File: config.mk
export PLATFORM = sky130hd
export DESIGN_NAME = csb_back_flat
export DESIGN_NICKNAME = d
export VERILOG_FILES = /design/src/hdl/cross_stencil_blur_stream_defines.svh /design/src/hdl/csb_pkg.sv /design/src/hdl/csb_res_if.sv /design/src/hdl/csb_back.sv /design/src/flat_wrapper.sv
export SDC_FILE = /design/constraint.sdc
export NUM_CORES = 1
export LEC_CHECK = 0
export ABC_AREA = 0
export CAP_MARGIN = 20
export CELL_PAD_IN_SITES_DETAIL_PLACEMENT = 0
export CELL_PAD_IN_SITES_GLOBAL_PLACEMENT = 1
export CORE_MARGIN = 10
export CORE_UTILIZATION = 48
export DETAILED_ROUTE_END_ITERATION = 6
export DONT_BUFFER_PORTS = 1
export PLACE_DENSITY_LB_ADDON = 0.08
export REMOVE_ABC_BUFFERS = 1
export SETUP_SLACK_MARGIN = 0.2
export SYNTH_ARGS = -nofsm -noshare
export SYNTH_HDL_FRONTEND = slang
export SYNTH_SLANG_ARGS = --single-unit
File: constraint.sdc
create_clock -name clk -period 6.8 [get_ports clk]
set_input_delay 1.02 -clock clk [delete_from_list [all_inputs] [get_ports clk]]
set_output_delay 1.02 -clock clk [all_outputs]
set_load 0.1 [all_outputs]
File: src/hdl/cross_stencil_blur_stream_defines.svh
// Assertion macros for the five-point blur stream.
`ifndef CROSS_STENCIL_BLUR_STREAM_DEFINES_SVH
`define CROSS_STENCIL_BLUR_STREAM_DEFINES_SVH

`ifndef NO_ASSERTIONS

`define CSB_ASSERT_HOLDS(label, clk, rst_n, prop) \
  label: assert property (@(posedge clk) disable iff (!rst_n) prop) \
    else $error("csb: property violated");

`define CSB_ASSERT_NEXT(label, clk, rst_n, ante, cons) \
  label: assert property (@(posedge clk) disable iff (!rst_n) (ante) |=> (cons)) \
    else $error("csb: next-cycle property violated");

`else

`define CSB_ASSERT_HOLDS(label, clk, rst_n, prop)

`define CSB_ASSERT_NEXT(label, clk, rst_n, ante, cons)

`endif

`endif

File: src/hdl/csb_pkg.sv
`default_nettype none

package csb_pkg;

  localparam int CH_W      = 16;
  localparam int NUM_CH    = 3;
  localparam int PX_W      = CH_W * NUM_CH;
  localparam int POS_W     = 9;
  localparam int CFG_W     = 10;
  localparam int CFG_IDX_W = 1;
  localparam int SUM_W     = CH_W + 3;

  localparam int FW_RESET  = 480;
  localparam int FH_RESET  = 360;
  localparam int SIZE_MIN  = 3;

  localparam int QDEPTH    = 4;
  localparam int QPTR_W    = 2;
  localparam int QCNT_W    = 3;

  localparam logic [CFG_IDX_W-1:0] REG_FRAME_WIDTH  = 1'b0;
  localparam logic [CFG_IDX_W-1:0] REG_FRAME_HEIGHT = 1'b1;

  typedef logic [PX_W-1:0] px_t;

  typedef struct packed {
    logic [POS_W-1:0] row;
    logic [POS_W-1:0] col;
    px_t              first_px;
    px_t              cur_px;
    logic             has_first;
    logic             bottom;
  } q_entry_t;

  typedef struct packed {
    logic              full;
    logic              empty;
    logic [QCNT_W-1:0] count;
  } q_stat_t;

  function automatic int clamp_size(int v, int hi);
    if (v < SIZE_MIN) return SIZE_MIN;
    if (v > hi) return hi;
    return v;
  endfunction

endpackage

`default_nettype wire

File: src/hdl/csb_res_if.sv
`default_nettype none

interface csb_res_if import csb_pkg::*; ();
  logic             valid;
  logic             ready;
  logic [POS_W-1:0] out_row;
  logic [POS_W-1:0] out_column;
  logic [CH_W-1:0]  red_out;
  logic [CH_W-1:0]  green_out;
  logic [CH_W-1:0]  blue_out;
  logic             run_last;

  modport source (output valid, output out_row, output out_column, output red_out,
                  output green_out, output blue_out, output run_last, input ready);
  modport sink   (input valid, input out_row, input out_column, input red_out,
                  input green_out, input blue_out, input run_last, output ready);
endinterface

`default_nettype wire

File: src/hdl/csb_back.sv
`default_nettype none

module csb_back import csb_pkg::*; (
  input  wire logic     clk,
  input  wire logic     rst_n,
  input  wire q_entry_t head,
  input  wire q_stat_t  q_stat,
  output logic          pop,
  csb_res_if.source     res
);

  logic             out_vld_r, out_vld_nxt;
  logic             phase_r, phase_nxt;
  logic [POS_W-1:0] row_r, row_nxt;
  logic [POS_W-1:0] col_r, col_nxt;
  px_t              px_r, px_nxt;
  logic             last_r, last_nxt;

  logic             slot_free;
  logic             load;
  logic             second;

  always_comb begin
    slot_free   = !out_vld_r || res.ready;
    load        = slot_free && !q_stat.empty;
    second      = phase_r || !head.has_first;
    pop         = load && (second || !head.bottom);
    out_vld_nxt = slot_free ? !q_stat.empty : out_vld_r;
    phase_nxt   = load ? (!second && head.bottom) : phase_r;
    row_nxt     = row_r;
    col_nxt     = col_r;
    px_nxt      = px_r;
    last_nxt    = last_r;
    if (load) begin
      col_nxt = head.col;
      if (second) begin
        row_nxt  = head.row;
        px_nxt   = head.cur_px;
        last_nxt = 1'b1;
      end else begin
        row_nxt  = head.row - POS_W'(1);
        px_nxt   = head.first_px;
        last_nxt = !head.bottom;
      end
    end
  end

  always_ff @(posedge clk) begin
    if (!rst_n) begin
      out_vld_r <= 1'b0;
      phase_r   <= 1'b0;
    end else begin
      out_vld_r <= out_vld_nxt;
      phase_r   <= phase_nxt;
    end
  end

  always_ff @(posedge clk) begin
    row_r  <= row_nxt;
    col_r  <= col_nxt;
    px_r   <= px_nxt;
    last_r <= last_nxt;
  end

  assign res.valid      = out_vld_r;
  assign res.out_row    = row_r;
  assign res.out_column = col_r;
  assign res.red_out    = px_r[0*CH_W +: CH_W];
  assign res.green_out  = px_r[1*CH_W +: CH_W];
  assign res.blue_out   = px_r[2*CH_W +: CH_W];
  assign res.run_last   = last_r;

endmodule

`default_nettype wire

File: src/flat_wrapper.sv
// flat-port wrapper written by rule: the top's interface ports become plain ports
module csb_back_flat import csb_pkg::*;
  (clk, rst_n, head, q_stat, pop, res_valid, res_out_row, res_out_column, res_red_out, res_green_out, res_blue_out, res_run_last, res_ready);
  csb_res_if res_i ();
  input  wire logic clk;
  input  wire logic rst_n;
  input  wire q_entry_t head;
  input  wire q_stat_t q_stat;
  output logic pop;
  output wire logic [$bits(res_i.valid)-1:0] res_valid;
  output wire logic [$bits(res_i.out_row)-1:0] res_out_row;
  output wire logic [$bits(res_i.out_column)-1:0] res_out_column;
  output wire logic [$bits(res_i.red_out)-1:0] res_red_out;
  output wire logic [$bits(res_i.green_out)-1:0] res_green_out;
  output wire logic [$bits(res_i.blue_out)-1:0] res_blue_out;
  output wire logic [$bits(res_i.run_last)-1:0] res_run_last;
  input wire logic [$bits(res_i.ready)-1:0] res_ready;
  assign res_valid = res_i.valid;
  assign res_out_row = res_i.out_row;
  assign res_out_column = res_i.out_column;
  assign res_red_out = res_i.red_out;
  assign res_green_out = res_i.green_out;
  assign res_blue_out = res_i.blue_out;
  assign res_run_last = res_i.run_last;
  assign res_i.ready = res_ready;
  csb_back u_core (.clk(clk), .rst_n(rst_n), .head(head), .q_stat(q_stat), .pop(pop), .res(res_i));
endmodule
==> results.json, run 1 <==
{
  "outcome": "complete, no violations",
  "power_leakage_nw": 1.30,
  "clk_pin_slew_worst_paths_ps": 70,
  "required_ps": 5780,
  "rsz0062_at_grt": "no",
  "cts.repair.resized": 0,
  "core_area_sq_mm": 0.00585,
  "overflow": 0,
  "clock.fmax_mhz": 307,
  "start_util_pct": 49.0,
  "grt_pass1_vias": 1879,
  "firstDrtPassIters": 4,
  "cts_tree": "yes",
  "startpoint_type": "register",
  "cts_buffer_depth": 2,
  "synth-edff-count": 67,
  "powerDensity_mw_per_mm2": 352,
  "dp_slack_ps": 3770,
  "grt_use_met1_pct": 15.5,
  "area_growth_pct": 9.04,
  "cts_buffers": 9,
  "met2_usage_pct": 26.4,
  "hold_buffers": 0,
  "ys_seq_area_share_pct": 71.6,
  "r2r-start": "u_core.res.valid",
  "final_cell_mix": "nand2_1, edfxtp_1, clkbuf_8",
  "rows": 28,
  "cts_setup_buffers": 0,
  "r2r_cells": 3,
  "min_period_over_period_pct": 47.9,
  "finalSetupViolCount": 0,
  "worstPathArrival_ps": 2240,
  "drtIter0Drc": 61,
  "layout.nets": 387,
  "crit_path_max_fanout": 4,
  "fin_skew_ps": 5.80,
  "drv_slew": 0,
  "cap_violations": 0,
  "placed_cells": 326,
  "grt_use_total_pct": 15.5,
  "max-slew-margin-rel_pct": 33.4,
  "drc_errors": 0,
  "root_buffer": "clkbuf_8",
  "critPathCaptureType": "output port",
  "antenna_cells": 0,
  "r2r-end": "u_core.res.out_column[0]",
  "stdcell_count": 341,
  "hp-start": "u_core.phase_r",
  "final_common_cell": "nand2_1",
  "ir_worst_vdd_v": 0.000138,
  "tightestPinTransition_ps": 999,
  "slowest_stage": "dfxtp_1",
  "max_stage_delay_ps": 960,
  "stdcell_area_sq_mm": 0.00313,
  "wire_per_inst_um": 23.1,
  "hold_viol": 0,
  "postPlaceCellArea_sq_mm": 0.00295,
  "fin_hold_ws_ps": 553,
  "via_per_inst": 5.30,
  "worstPathCellList": "nor2b_1, nor2_4, and2_1",
  "top_usage_layer": "met2",
  "crit_type": "reg2out",
  "crit_start": "u_core.res.valid",
  "netlist_instances": 261,
  "holdPathEnd": "u_core.phase_r",
  "whs_path_depth": 2,
  "synth_cell_types": 22,
  "syn-cell-area_sq_mm": 0.00287,
  "yosys_warnings": 0,
  "antenna_found_initial": 0,
  "clock_latency_ps": 320,
  "io_pins": 193,
  "port-buffer-count": 0,
  "synth_flop_cell": "edfxtp_1",
  "fin_setup_tns_ps": 0,
  "worstHoldPathType": "reg2reg",
  "via_count": 1807,
  "met3_usage_pct": 8.46,
  "r2r_slack_ps": 4610,
  "htreeDepth": 3,
  "postSynth.asyncResetShare_pct": 0,
  "layout-drive-gt1-share_pct": 6.77,
  "period_minus_slack_ps": 3260,
  "ant_nets": 0,
  "setup_slack_ps": 3540,
  "die_x_um": 97.3,
  "cts_sinks": 69,
  "ys_ff_latch": 69,
  "grt_pass1_wl_um": 11300,
  "dp_hpwl_um": 5840,
  "place_congestion": 0.731,
  "grt_max_degree": 68,
  "die_height_um": 97.3,
  "die-area_sq_mm": 0.00946,
  "syn_avg_cell_area_sq_um": 11.0,
  "wirelength_um": 7880
}
cell usage after synthesis, types with 2 or more instances:
cell type,count,area share [%]
nand2_1,148,19
edfxtp_1,67,70
clkbuf_1,10,1.3
inv_1,4,0.52
xnor2_1,4,1.2
nor2_1,3,0.39
o21ai_0,3,0.52
xor2_1,3,0.92
buf_2,2,0.35
dfxtp_1,2,1.4
nand3_1,2,0.35
nor2b_1,2,0.44
nor4_1,2,0.44
report_power, final:
part / internal, W / leakage [nW] / switching [W] / total, W
clock network: 0.000166 / 0.0935 / 0.000140 / 0.000305
logic: 0.0000180 / 0.533 / 0.0000431 / 0.0000611
registers: 0.000509 / 0.669 / 0.000226 / 0.000735
total: 0.000692 / 1.30 / 0.000409 / 0.00110
cell type report:
type	count	area [sq um]
Tap cell	75	93.8
Clock buffer	10	128
Sequential cell	69	2050
Fill cell	494	2730
Multi-Input combinational cell	176	769
Timing Repair Buffer	2	15.0
Inverter	4	15.0
Clock inverter	5	52.6
kinds of logic after synthesis:
group / synth area share, %
simple gates: 22.6
flops: 71.6
buf+inv: 2.18
xor+xnor: 2.14
compound gates: 1.05
fa+ha+maj: 0.436
registers in the layout (all words and copies together), names as in the netlist:
signal                 flops
u_core.res.run_last        1
u_core.res.out_column      9
u_core.res.valid           1
u_core.px_r               48
u_core.phase_r             1
u_core.res.out_row         9
worst max-delay path by stage:
stage,end,cells after the start
4_1_cts,pop,3
5_1_grt,pop,3
3_3_place_gp,pop,3
6_report,pop,3
3_5_place_dp,pop,3
2_1_floorplan,pop,3
routing by layer:
| metal | wire (um) | share of wire, % |
|---|---|---|
| met1 | 2900 | 37 |
| met2 | 4070 | 52 |
| met3 | 817 | 10 |
| met4 | 97 | 1.2 |
| met5 | 0 | 0 |
per-stage QoR:
step / utilization, % / total power, W
2_1_floorplan: - / 0.000785
3_3_place_gp: 50.3 / 0.000804
3_5_place_dp: 50.3 / 0.000807
4_1_cts: 53.4 / 0.00112
5_1_grt: 53.4 / 0.00114
6_report: 53.4 / 0.00110
critical path: cells and delay by family (launching register included):
kind / cells / cell delay [ps]
flops: 1 / 960
simple gates: 3 / 960
(Power assumes the default switching activity.)
==> run 2: changes to the inputs <==
Settings changed: ABC_AREA 0 to 1, CORE_UTILIZATION 48 to 40.
Clock period 6.8 ns to 2.98 ns, I/O delays scaled along.
==> run 2 against run 1 <==
- count of clock-buffer cells in the layout down 1
- area after synthesis up 2.9%
- flip-flop and latch count unchanged
- register-to-register slack worse by 3300 ps
- first-iteration DRC count up 57%
- clock skew up 4.8 ps
- combinational power rose to 2.8 times the previous value
- core utilization down 8.4 points
- hold slack worse by 350 ps
- total power up 140%
- final cell count up 17%
- sequential share of layout area down 2.5 points
- critical path type unchanged
==> results.json, run 2 <==
{
  "start_util_pct": 40.9,
  "clock_latency_ps": 330,
  "synth_flop_cell": "edfxtp_1",
  "netlist_instances": 287,
  "holdPathEnd": "u_core.res.out_column[3]",
  "port-buffer-count": 0,
  "io_pins": 193,
  "firstDrtPassIters": 6,
  "ir_worst_vdd_v": 0.000216,
  "fin_setup_tns_ps": 0,
  "setup_slack_ps": 1060,
  "cp_num_cells": 3,
  "r2r-end": "u_core.px_r[30]",
  "hp-start": "head[101]",
  "largest_reg_flops": 48,
  "period_minus_slack_ps": 1920,
  "cts_tree": "yes",
  "clock.fmax_mhz": 521,
  "fin_hold_ws_ps": 205,
  "cts_buffers": 9,
  "synthTopCellsByCount": "nand2_1, edfxtp_1, inv_1",
  "drtIter0Drc": 96,
  "rows": 31,
  "worstHoldPathType": "in2reg",
  "htreeDepth": 3,
  "syn_avg_cell_area_sq_um": 10.3,
  "overflow": 0,
  "fill_cells": 718,
  "r2r_cells": 5,
  "finalSetupViolCount": 0,
  "min_period_over_period_pct": 64.4,
  "r2r_slack_ps": 1350,
  "cts_buffer_depth": 2,
  "cap_violations": 0,
  "max_stage_delay_ps": 440,
  "via_per_inst": 4.81,
  "synth_area_leaders": "edfxtp_1, nand2_1, inv_1",
  "dp_slack_ps": 1240,
  "r2r-start": "u_core.phase_r",
  "syn-cell-area_sq_mm": 0.00295,
  "grt_use_total_pct": 14.0,
  "root_buffer": "clkbuf_8",
  "hold_viol": 0,
  "startpoint_type": "register",
  "powerDensity_mw_per_mm2": 800,
  "wirelength_um": 8260,
  "ys_seq_area_share_pct": 69.6,
  "cts_setup_buffers": 0,
  "rsz0062_at_grt": "no",
  "required_ps": 2530,
  "die_height_um": 106,
  "hold_buffers": 0,
  "crit_path_max_fanout": 20,
  "place_congestion": 0.733,
  "synth-edff-count": 67,
  "stdcell_area_sq_mm": 0.00325,
  "postPlaceCellArea_sq_mm": 0.00306,
  "die_x_um": 106,
  "wire_per_inst_um": 20.8,
  "postSynth.asyncResetShare_pct": 0,
  "ys_ff_latch": 69,
  "antenna_cells": 0,
  "crit_type": "reg2out",
  "tightestPinTransition_ps": 934,
  "cts.repair.resized": 0,
  "final_common_cell": "nand2_1",
  "drc_errors": 0,
  "die-area_sq_mm": 0.0112,
  "antenna_found_initial": 0,
  "max-slew-margin-rel_pct": 37.9,
  "critPathCaptureType": "output port",
  "via_count": 1914,
  "layout-drive-gt1-share_pct": 9.03,
  "core_area_sq_mm": 0.00721,
  "layout.nets": 419,
  "area_growth_pct": 10.1,
  "dp_hpwl_um": 6290,
  "path_buf_inv": 1,
  "outcome": "complete, no violations",
  "synth_cell_types": 20,
  "drv_slew": 0,
  "whs_path_depth": 0,
  "grt_pass1_vias": 1987,
  "power_leakage_nw": 1.39,
  "worstPathCellList": "nor2_4, a21oi_2, buf_4",
  "post-synth-top-count-cell": "nand2_1",
  "slowest_stage": "nor2_4",
  "clk_pin_slew_worst_paths_ps": 80,
  "synth_area_leader_cell": "edfxtp_1",
  "cts_sinks": 69,
  "worstPathArrival_ps": 1470,
  "crit_family": "simple AND/OR/NAND/NOR gates",
  "ant_nets": 0,
  "largest_register": "u_core.px_r",
  "yosys_warnings": 0,
  "final_cell_mix": "nand2_1, edfxtp_1, inv_1",
  "synth_top_area_share_pct": 68.2,
  "grt_pass1_wl_um": 11900,
  "fin_skew_ps": 10.6,
  "grt_max_degree": 39
}
## run 2: changes by cell type after synthesis, moves of 4 or more
cell | before | now
nand2_1 | 148 | 168
clkbuf_1 | 10 | 0
inv_1 | 4 | 14
buf_4 | 0 | 6
nor2_1 | 3 | 7
xnor2_1 | 4 | 0
## run 2: worst max-delay path by stage
| stage | start | to | slack (ps) |
|---|---|---|---|
| floorplan | u_core.res.valid | pop | 100 |
| global placement | head[1] | pop | 1270 |
| detailed placement | head[1] | u_core.res.run_last | 1240 |
| CTS | u_core.phase_r | pop | 1000 |
| global route | u_core.phase_r | pop | 930 |
| finish | u_core.phase_r | pop | 1060 |
## run 2: worst register-to-register path, stage by stage, from the launching register on
cell,delay (ps)
dfxtp_1,380
inv_1,90
nand2_2,400
buf_4,450
nand2_1,90
nand2_1,100
## run 2: kinds of logic (layout without fill, tap and decap cells)
logic type               after synthesis  count (layout)  share of synthesized area [%]
AO/OA/AOI/OAI                          8               8                           1.53
XOR/XNOR                               1               1                          0.297
adder cells (fa/ha/maj)                1               1                          0.424
buffers and inverters                 25              37                           4.12
flip-flops                            69              69                           69.6
AND/OR/NAND/NOR                      183             183                           24.1
## run 2: layout make-up
| type | count | area (sq um) | share of cell area (%) |
|---|---|---|---|
| tap | 99 | 124 | 3.82 |
| multi-input combinational | 193 | 779 | 24.0 |
| clock inverter | 7 | 66.3 | 2.04 |
| inverter | 15 | 56.3 | 1.73 |
| sequential | 69 | 2050 | 63.2 |
| timing repair buffer | 6 | 45.0 | 1.39 |
| clock buffer | 9 | 124 | 3.82 |
## run 2: metrics by stage
stage / cells / util (%) / power (W)
after detailed placement: 382 / 42.4 / 0.00189
final: 398 / 45.0 / 0.00260
after global placement: 382 / 42.4 / 0.00188
after global routing: 398 / 45.0 / 0.00270
after floorplan: 277 / - / 0.00182
after CTS: 398 / 45.0 / 0.00263
## run 2: routing by layer
metal	global-route usage, %	share of wire (%)	vias up
met5	0	0	-
met4	6.58	1.2	0
met3	7.13	10	7
met2	22.3	49	102
met1	15.4	39	868
li1	-	-	937
## run 2: power breakdown
part	internal [W]	switching (W)
logic	0.0000469	0.000123
clock network	0.000381	0.000357
registers	0.00116	0.000526
total	0.00159	0.00101
